<file path="src/rtl/cdpm_pkg.sv">
// ============================================================================
// cdpm_pkg - command danger pattern matcher shared definitions
// Transfer types, danger levels and the constant rule table.
// ============================================================================
package cdpm_pkg;

    localparam int MAX_PAT    = 19;
    localparam int TABLE_SIZE = 23;

    localparam logic [1:0] LVL_OK    = 2'd0;
    localparam logic [1:0] LVL_WARN  = 2'd1;
    localparam logic [1:0] LVL_BLOCK = 2'd2;

    localparam logic [7:0] CHAR_SPACE = 8'h20;
    localparam logic [7:0] CHAR_NUL   = 8'h00;
    localparam logic [2:0] PREFIX_MAX = 3'd7;

    typedef struct packed {
        logic [7:0] char_byte;
        logic       last_char;
    } t_in_item;

    typedef struct packed {
        logic [1:0] danger_level;
        logic [4:0] rule_number;
    } t_out_item;

    typedef struct packed {
        logic       shift;
        logic       started;
        logic [2:0] pos;
    } t_match_ctl;

    // text holds the pattern right aligned: byte 0 is the last character
    typedef struct packed {
        logic [MAX_PAT*8-1:0] text;
        logic [4:0]           len;
        logic                 at_start;
        logic [1:0]           level;
    } t_rule;

    localparam t_rule RULE_TABLE [TABLE_SIZE] = '{
        '{"rm -rf /",                          5'd8,  1'b0, LVL_WARN},
        '{"rm -rf /*",                         5'd9,  1'b0, LVL_WARN},
        '{"rm -fr /",                          5'd8,  1'b0, LVL_WARN},
        '{"dd if=/dev/zero",                   5'd15, 1'b0, LVL_WARN},
        '{"dd if=/dev/urandom",                5'd18, 1'b0, LVL_WARN},
        '{"mkfs.",                             5'd5,  1'b1, LVL_WARN},
        '{"fdisk",                             5'd5,  1'b1, LVL_WARN},
        '{"parted",                            5'd6,  1'b1, LVL_WARN},
        '{"wipefs",                            5'd6,  1'b1, LVL_WARN},
        '{"> /dev/sd",                         5'd9,  1'b0, LVL_WARN},
        '{"chmod -R 777 /",                    5'd14, 1'b0, LVL_WARN},
        '{"chown -R",                          5'd8,  1'b0, LVL_WARN},
        '{"chmod 777",                         5'd9,  1'b0, LVL_WARN},
        '{":(){ :|:& };:",                     5'd13, 1'b0, LVL_BLOCK},
        '{":(){ :|: &};:",                     5'd13, 1'b0, LVL_BLOCK},
        '{"shred /dev/",                       5'd11, 1'b0, LVL_WARN},
        '{"rm -rf ~",                          5'd8,  1'b0, LVL_WARN},
        '{"rm -rf $HOME",                      5'd12, 1'b0, LVL_WARN},
        '{"nc -e /bin/sh",                     5'd13, 1'b0, LVL_WARN},
        '{"nc -e /bin/bash",                   5'd15, 1'b0, LVL_WARN},
        '{"bash -i >& /dev/tcp",               5'd19, 1'b0, LVL_WARN},
        '{{"rm ~/.", 8'h6d, "ysh_history"},    5'd18, 1'b0, LVL_WARN},
        '{{"> ~/.", 8'h6d, "ysh_history"},     5'd17, 1'b0, LVL_WARN}
    };

endpackage

</file>
<file path="src/rtl/cdpm_match.sv">
// ============================================================================
// cdpm_match - parallel pattern compare
// Compares every rule against the newest window bytes in one pass.
// ============================================================================
module cdpm_match #(
    parameter int RULE_NUM = 23
) (
    input  logic [cdpm_pkg::MAX_PAT-1:0][7:0] i_window,
    input  cdpm_pkg::t_match_ctl              i_ctl,
    output logic [RULE_NUM-1:0]               o_hit
);
    import cdpm_pkg::*;

    logic [4:0] pos_len;

    assign pos_len = {2'b00, i_ctl.pos} + 5'd1;

    always_comb begin
        logic tail;
        for (int r = 0; r < RULE_NUM; r++) begin
            tail = 1'b1;
            for (int k = 0; k < MAX_PAT; k++) begin
                if ((5'(k) < RULE_TABLE[r].len) &&
                    (i_window[k] != RULE_TABLE[r].text[k*8 +: 8])) begin
                    tail = 1'b0;
                end
            end
            if (RULE_TABLE[r].at_start) begin
                o_hit[r] = i_ctl.shift && tail && i_ctl.started &&
                           (pos_len == RULE_TABLE[r].len);
            end else begin
                o_hit[r] = i_ctl.shift && tail;
            end
        end
    end

endmodule

</file>
<file path="src/rtl/command_danger_pattern_matcher.sv">
// ============================================================================
// command_danger_pattern_matcher - dangerous command line detector
// Byte-serial multi-pattern matcher with a per-line danger verdict.
// ============================================================================
// One command line byte is taken per cycle while input ready is high. Each
// byte is compared against all rules in the cycle of its transfer and the hits
// are registered in the compare stage; when that stage is not stalled, they are
// folded into the sticky per-rule flags and, on the final byte, the verdict is
// loaded into the output register. Input ready drops only while a finished
// line sits behind a result that has not been taken.
module command_danger_pattern_matcher #(
    parameter int WINDOW_DEPTH = 19,
    parameter int RULE_COUNT   = 23
) (
    input  logic                 i_clk,
    input  logic                 i_rst_n,
    input  logic                 i_in_valid,
    output logic                 o_in_ready,
    input  cdpm_pkg::t_in_item   i_in_item,
    output logic                 o_out_valid,
    input  logic                 i_out_ready,
    output cdpm_pkg::t_out_item  o_out_item,
    input  logic                 i_cfg_we,
    input  logic                 i_cfg_data
);
    import cdpm_pkg::*;

    localparam int ACTIVE = (RULE_COUNT < TABLE_SIZE) ? RULE_COUNT : TABLE_SIZE;

    logic [7:0]        r_window [WINDOW_DEPTH];
    logic [7:0]        n_window [WINDOW_DEPTH];
    logic              r_started;
    logic              n_started;
    logic [2:0]        r_prefix_count;
    logic [2:0]        n_prefix_count;
    logic              r_line_ended;
    logic              r_check_enable;

    logic              r_s1_valid;
    logic              r_s1_last;
    logic              r_s1_en;
    logic [ACTIVE-1:0] r_s1_hit;
    logic [ACTIVE-1:0] r_matched;
    logic [ACTIVE-1:0] merged;
    logic              r_out_valid;
    t_out_item         r_out_item;
    t_out_item         n_out_item;

    logic                       stall;
    logic                       in_fire;
    logic                       s2_fire;
    logic                       do_shift;
    t_match_ctl                 match_ctl;
    logic [MAX_PAT-1:0][7:0]    tail_window;
    logic [ACTIVE-1:0]          hit;

    assign stall      = r_s1_valid && r_s1_last && r_out_valid && !i_out_ready;
    assign o_in_ready = !stall;
    assign in_fire    = i_in_valid && o_in_ready;
    assign s2_fire    = r_s1_valid && !stall;

    assign do_shift = !r_line_ended && (i_in_item.char_byte != CHAR_NUL);

    always_comb begin
        n_window[0] = i_in_item.char_byte;
        for (int k = 1; k < WINDOW_DEPTH; k++) begin
            n_window[k] = r_window[k-1];
        end
        for (int k = 0; k < MAX_PAT; k++) begin
            tail_window[k] = n_window[k];
        end
        n_started      = r_started || (i_in_item.char_byte != CHAR_SPACE);
        n_prefix_count = r_prefix_count;
        if (n_started && (r_prefix_count != PREFIX_MAX)) begin
            n_prefix_count = r_prefix_count + 3'd1;
        end
    end

    assign match_ctl.shift   = do_shift;
    assign match_ctl.started = n_started;
    assign match_ctl.pos     = r_prefix_count;

    cdpm_match #(
        .RULE_NUM (ACTIVE)
    ) u_match (
        .i_window (tail_window),
        .i_ctl    (match_ctl),
        .o_hit    (hit)
    );

    always_ff @(posedge i_clk) begin
        if (!i_rst_n) begin
            r_check_enable <= 1'b1;
        end else if (i_cfg_we) begin
            r_check_enable <= i_cfg_data;
        end
    end

    // line state
    always_ff @(posedge i_clk) begin
        if (!i_rst_n) begin
            for (int k = 0; k < WINDOW_DEPTH; k++) begin
                r_window[k] <= '0;
            end
            r_started      <= 1'b0;
            r_prefix_count <= '0;
            r_line_ended   <= 1'b0;
        end else if (in_fire) begin
            if (i_in_item.last_char) begin
                for (int k = 0; k < WINDOW_DEPTH; k++) begin
                    r_window[k] <= '0;
                end
                r_started      <= 1'b0;
                r_prefix_count <= '0;
                r_line_ended   <= 1'b0;
            end else if (do_shift) begin
                r_window       <= n_window;
                r_started      <= n_started;
                r_prefix_count <= n_prefix_count;
            end else begin
                r_line_ended   <= 1'b1;
            end
        end
    end

    // compare stage
    always_ff @(posedge i_clk) begin
        if (!i_rst_n) begin
            r_s1_valid <= 1'b0;
        end else if (!stall) begin
            r_s1_valid <= in_fire;
        end
    end

    always_ff @(posedge i_clk) begin
        if (in_fire) begin
            r_s1_last <= i_in_item.last_char;
            r_s1_en   <= r_check_enable;
            r_s1_hit  <= hit;
        end
    end

    // verdict
    assign merged = r_matched | r_s1_hit;

    always_comb begin
        logic       blk_found;
        logic       wrn_found;
        logic [4:0] blk_num;
        logic [4:0] wrn_num;
        blk_found = 1'b0;
        wrn_found = 1'b0;
        blk_num   = '0;
        wrn_num   = '0;
        for (int i = ACTIVE - 1; i >= 0; i--) begin
            if (merged[i] && (RULE_TABLE[i].level == LVL_BLOCK)) begin
                blk_found = 1'b1;
                blk_num   = 5'(i + 1);
            end
            if (merged[i] && (RULE_TABLE[i].level == LVL_WARN)) begin
                wrn_found = 1'b1;
                wrn_num   = 5'(i + 1);
            end
        end
        n_out_item.danger_level = LVL_OK;
        n_out_item.rule_number  = '0;
        if (r_s1_en && blk_found) begin
            n_out_item.danger_level = LVL_BLOCK;
            n_out_item.rule_number  = blk_num;
        end else if (r_s1_en && wrn_found) begin
            n_out_item.danger_level = LVL_WARN;
            n_out_item.rule_number  = wrn_num;
        end
    end

    always_ff @(posedge i_clk) begin
        if (!i_rst_n) begin
            r_matched   <= '0;
            r_out_valid <= 1'b0;
        end else begin
            if (s2_fire) begin
                r_matched <= r_s1_last ? '0 : merged;
            end
            if (s2_fire && r_s1_last) begin
                r_out_valid <= 1'b1;
            end else if (i_out_ready) begin
                r_out_valid <= 1'b0;
            end
        end
    end

    always_ff @(posedge i_clk) begin
        if (s2_fire && r_s1_last) begin
            r_out_item <= n_out_item;
        end
    end

    assign o_out_valid = r_out_valid;
    assign o_out_item  = r_out_item;

endmodule

</file>
<file path="config.mk">
export PLATFORM = sky130hd
export DESIGN_NAME = command_danger_pattern_matcher
export DESIGN_NICKNAME = d
export VERILOG_FILES = /design/src/rtl/cdpm_pkg.sv /design/src/rtl/cdpm_match.sv /design/src/rtl/command_danger_pattern_matcher.sv
export SDC_FILE = /design/constraint.sdc
export NUM_CORES = 1
export LEC_CHECK = 0
export BUFFER_PORTS_ARGS = -buffer_cell sky130_fd_sc_hd__buf_2
export CAP_MARGIN = 20
export CELL_PAD_IN_SITES_DETAIL_PLACEMENT = 1
export CELL_PAD_IN_SITES_GLOBAL_PLACEMENT = 1
export CORE_MARGIN = 1
export CORE_UTILIZATION = 25
export CTS_CLUSTER_DIAMETER = 30
export DETAILED_ROUTE_END_ITERATION = 8
export HOLD_SLACK_MARGIN = 0.1
export PLACE_DENSITY = 0.56
export SYNTH_ARGS = -nofsm -noshare
export SYNTH_HDL_FRONTEND = slang
export SYNTH_HIERARCHICAL = 1
export SYNTH_SLANG_ARGS = --single-unit
</file>
<file path="constraint.sdc">
create_clock -name i_clk -period 3.78 [get_ports i_clk]
set_input_delay 0.756 -clock i_clk [delete_from_list [all_inputs] [get_ports i_clk]]
set_output_delay 0.756 -clock i_clk [all_outputs]
set_load 0.01 [all_outputs]
</file>
==> summary.md <==
| Metric | Value |
|---|---|
| Postcts setup bufs | 0 |
| M1 wire length | between 15000 and 20000 um |
| Final Skew | 18.6 ps |
| Fin cells | roughly 1.5k |
| Post-synth top area share | between 30% and 40% |
| Crit. End Element | flip-flop |
| Clock share of power | about 63% |
| Pin count of the biggest net entering global routing | 97 |
| PD cells | between 500 and 600 nW/um^2 |
| Mapped cell area | just over 9000 um^2 |
| First-pass GRT wire length | 57700 um |
| Slew Limit Fails | 0 |
| Sw Ratio | 22.2% |
| Yosys cell types | 58 |
| Final ANT Viol Nets | 0 |
| Layout cells sized above 1 | between 10% and 20% |
| Vias | 8269 |
| Sw power | around 1.5 mW |
| Syn_nets | between 900 and 1k |
| Reg2Reg Setup Slack | roughly 900 ps |
| Diodes inserted | 0 |
| Power share of the sequential group | about 34% |
| CTS Buf Count | 48 |
| Flops & latches, synth | roughly 210 |
| Top sig layer | met5 |
| Area Overhead vs Synth | 26.7% |
| Post-Route WL | between 30000 and 40000 um |
| CP startpoint | n_window[19] |
| Post-DR wirelength/cell | approximately 26 um |
| Internal power | ~5.3 mW |
| Startpoint types | flip-flop |
| CTS tree | done |
| P_leak | about 4.0 nW |
| Worst r2r dst | r_s1_hit[20] |
| GPL Wtd Cong | 1.01 |
| Slew headroom | ~27% |
| Commonest cells in the synthesized netlist | 175 x dfxtp_1, 145 x a22o_1, 73 x nor2_1 |
| Fin crit share | 76.1% |
| Cts hold-fix bufs | 0 |
| PostCTS Resize Cnt | 0 |
| Initial antenna violation count | 1 |
| Cell count after synthesis | approximately 900 |
| DRT Pass-1 Iters | 4 |
| Drc violations | 0 |
| CP Max Fanout | 4 |
| Port Buf Inserts | 23 |
| Final setup violation count | 0 |
| CTS clk-pin slew, worst paths | around 50 ps |
| Via density | between 5 and 6 |
| Post-route minimum period | 2880 ps |
| GRT Resource Usage Total | around a fifth |
| FMAX | 0.347 GHz |
| Vias in the first global route | about 8.5k |
| Yosys synthesis warning count | 6 |
| Hpwl dp | between 20000 and 30000 um |
| Worst min path class | primary input to flip-flop |
| CTS root buf | clkbuf_16 |
| Die Area | roughly 38000 um^2 |
| Max Cap Violations | 0 |
| EDFF count, synth | 32 |
| CP required | a little over 4000 ps |
| Routed wl met2 | roughly 18000 um |
| Clock insertion delay at the later pin of the skew report | about 550 ps |
| Grt ovf | 0 |
| Met3 wire len | between 2000 and 2500 um |
| Asr flop ratio synth | 0% |
| Worst Tran Pin Value | around 1100 ps |
| CTS sink count | between 200 and 250 |
| Initial Util | between 20% and 30% |
| Syn avg cell area | between 10 and 15 um^2 |
| Top FF cell, synth | dfxtp_1 |
| Worst vdd ir | ~0.28 mV |
| Register area share after synthesis | around 49% |
| Setup TNS Final | 0 ps |
| CP arrival | 3250 ps |
| Rows | slightly below 70 |
| Hold Path Origin | i_cfg_data |
| Fin. Hold Viols | 0 |
| Area contributors post-synth | dfxtp_1 38%, a22o_1 14%, edfxtp_1 10%, nor2_1 3.0%, nor4_1 2.9% |
| RSZ-0062 raised after global routing | no |
| Comb power frac | 3.1% |
| I/O pin count | 24 |
| FF-to-FF Start | n_window[19] |
| CTS H-Tree Depth | 2 |
| Clock buffer depth | 3 |
| WHS Path Cells | 3 |
| Hold worst-path end | r_check_enable |
| Crit Path Class | flip-flop to flip-flop |
| Core box area | about 36000 um^2 |
| DR iter-0 viols | roughly 680 |
| Final nets | between 900 and 1k |
| Dominant cell by count in the synthesized netlist | dfxtp_1 |
| Die height | 194 um |
| Outcome | finished, final reports clean |
| Worst R2R Path Depth | 5 |
| Post-Place Cells | between 1k and 1.5k |
| Leading area contributor after synthesis | dfxtp_1 |
| Die width | 194 um |
## critical path, cell delays in order (launching register included)
cell	delay, ps
dfxtp_1	340
or4b_1	520
or4b_1	500
or4_1	530
or4_1	550
nor4b_2	280
## layout make-up
| class | count | area [um^2] |
|---|---|---|
| Fill cell | 4022 | 24300 |
| Clock inverter | 31 | 344 |
| Tap cell | 461 | 577 |
| Multi-Input combinational cell | 653 | 4500 |
| Sequential cell | 207 | 4460 |
| Clock buffer | 59 | 1380 |
| Timing Repair Buffer | 49 | 360 |
| Inverter | 6 | 22.5 |
## worst max path at each step
stage                     cells past startpoint            to  slack (ps)
after floorplan                               5  r_s1_hit[20]        1020
after global placement                        9   r_s1_hit[1]         670
after detailed placement                      9   r_s1_hit[1]         600
after CTS                                     5  r_s1_hit[20]         880
after global routing                          5  r_s1_hit[20]         780
final                                         5  r_s1_hit[20]         900
## layout by cell type (no fill, tap or decap), drive strengths merged, types with 6 or more instances in the layout
| cell type | n |
|---|---|
| clkbuf | 59 |
| and4 | 8 |
| or3 | 10 |
| nor4b | 15 |
| inv | 13 |
| nand2b | 15 |
| bufinv | 6 |
| clkinvlp | 6 |
| nor4bb | 19 |
| nor2b | 27 |
| nand4 | 31 |
| and3 | 7 |
| clkinv | 12 |
| nor2 | 73 |
| a21oi | 27 |
| nor3b | 11 |
| or4 | 19 |
| buf | 49 |
| nand2 | 46 |
| nor3 | 23 |
| nand3 | 34 |
| nand4b | 26 |
| nand3b | 9 |
| dfxtp | 175 |
| a22o | 145 |
| and4b | 9 |
| and2 | 8 |
| nor4 | 47 |
| edfxtp | 32 |
## routing by layer
layer	up-vias	global-route usage (%)
met5	-	0
met4	2	8.62
met3	77	3.74
met2	286	32.5
met1	4165	27.3
li1	3739	-
## registers in the layout (all words and copies together) (netlist names), 3 cells and up
signal	flops
r_s1_hit	23
o_out_item	7
n_window	144
r_matched	23
r_prefix_count	3
## through the flow
step                total power [mW]  hold WS, ps  utilization [%]  setup slack, ps  instance area (um^2)
floorplan                       2.47          408                -             1020                  9190
global placement                2.56          427             27.6              668                  9930
detailed placement              2.56          421             27.6              604                  9930
CTS                             6.93          411             32.4              881                 11600
global route                    7.07          433             32.4              780                 11600
finish                          6.86          427             32.4              902                 11600
## power by group through the flow
stage / Sequential (mW) / Clock [mW] / Combinational, mW
2_1_floorplan: 2.34 / 0 / 0.136
3_3_place_gp: 2.35 / 0 / 0.208
3_5_place_dp: 2.35 / 0 / 0.211
4_1_cts: 2.31 / 4.41 / 0.212
5_1_grt: 2.31 / 4.53 / 0.230
6_report: 2.31 / 4.34 / 0.210
## kinds of logic (layout without fill, tap and decap cells)
| group | count (synthesis) | after routing | synth area share, % |
|---|---|---|---|
| AOI/OAI and AO/OA | 196 | 196 | 17.2 |
| adders and majority gates | 2 | 2 | 0.272 |
| buffers and inverters | 44 | 145 | 2.53 |
| DFF | 207 | 207 | 48.6 |
| muxes | 1 | 1 | 0.109 |
| and+or+nand+nor | 454 | 454 | 31.3 |
(Power assumes the default switching activity.)
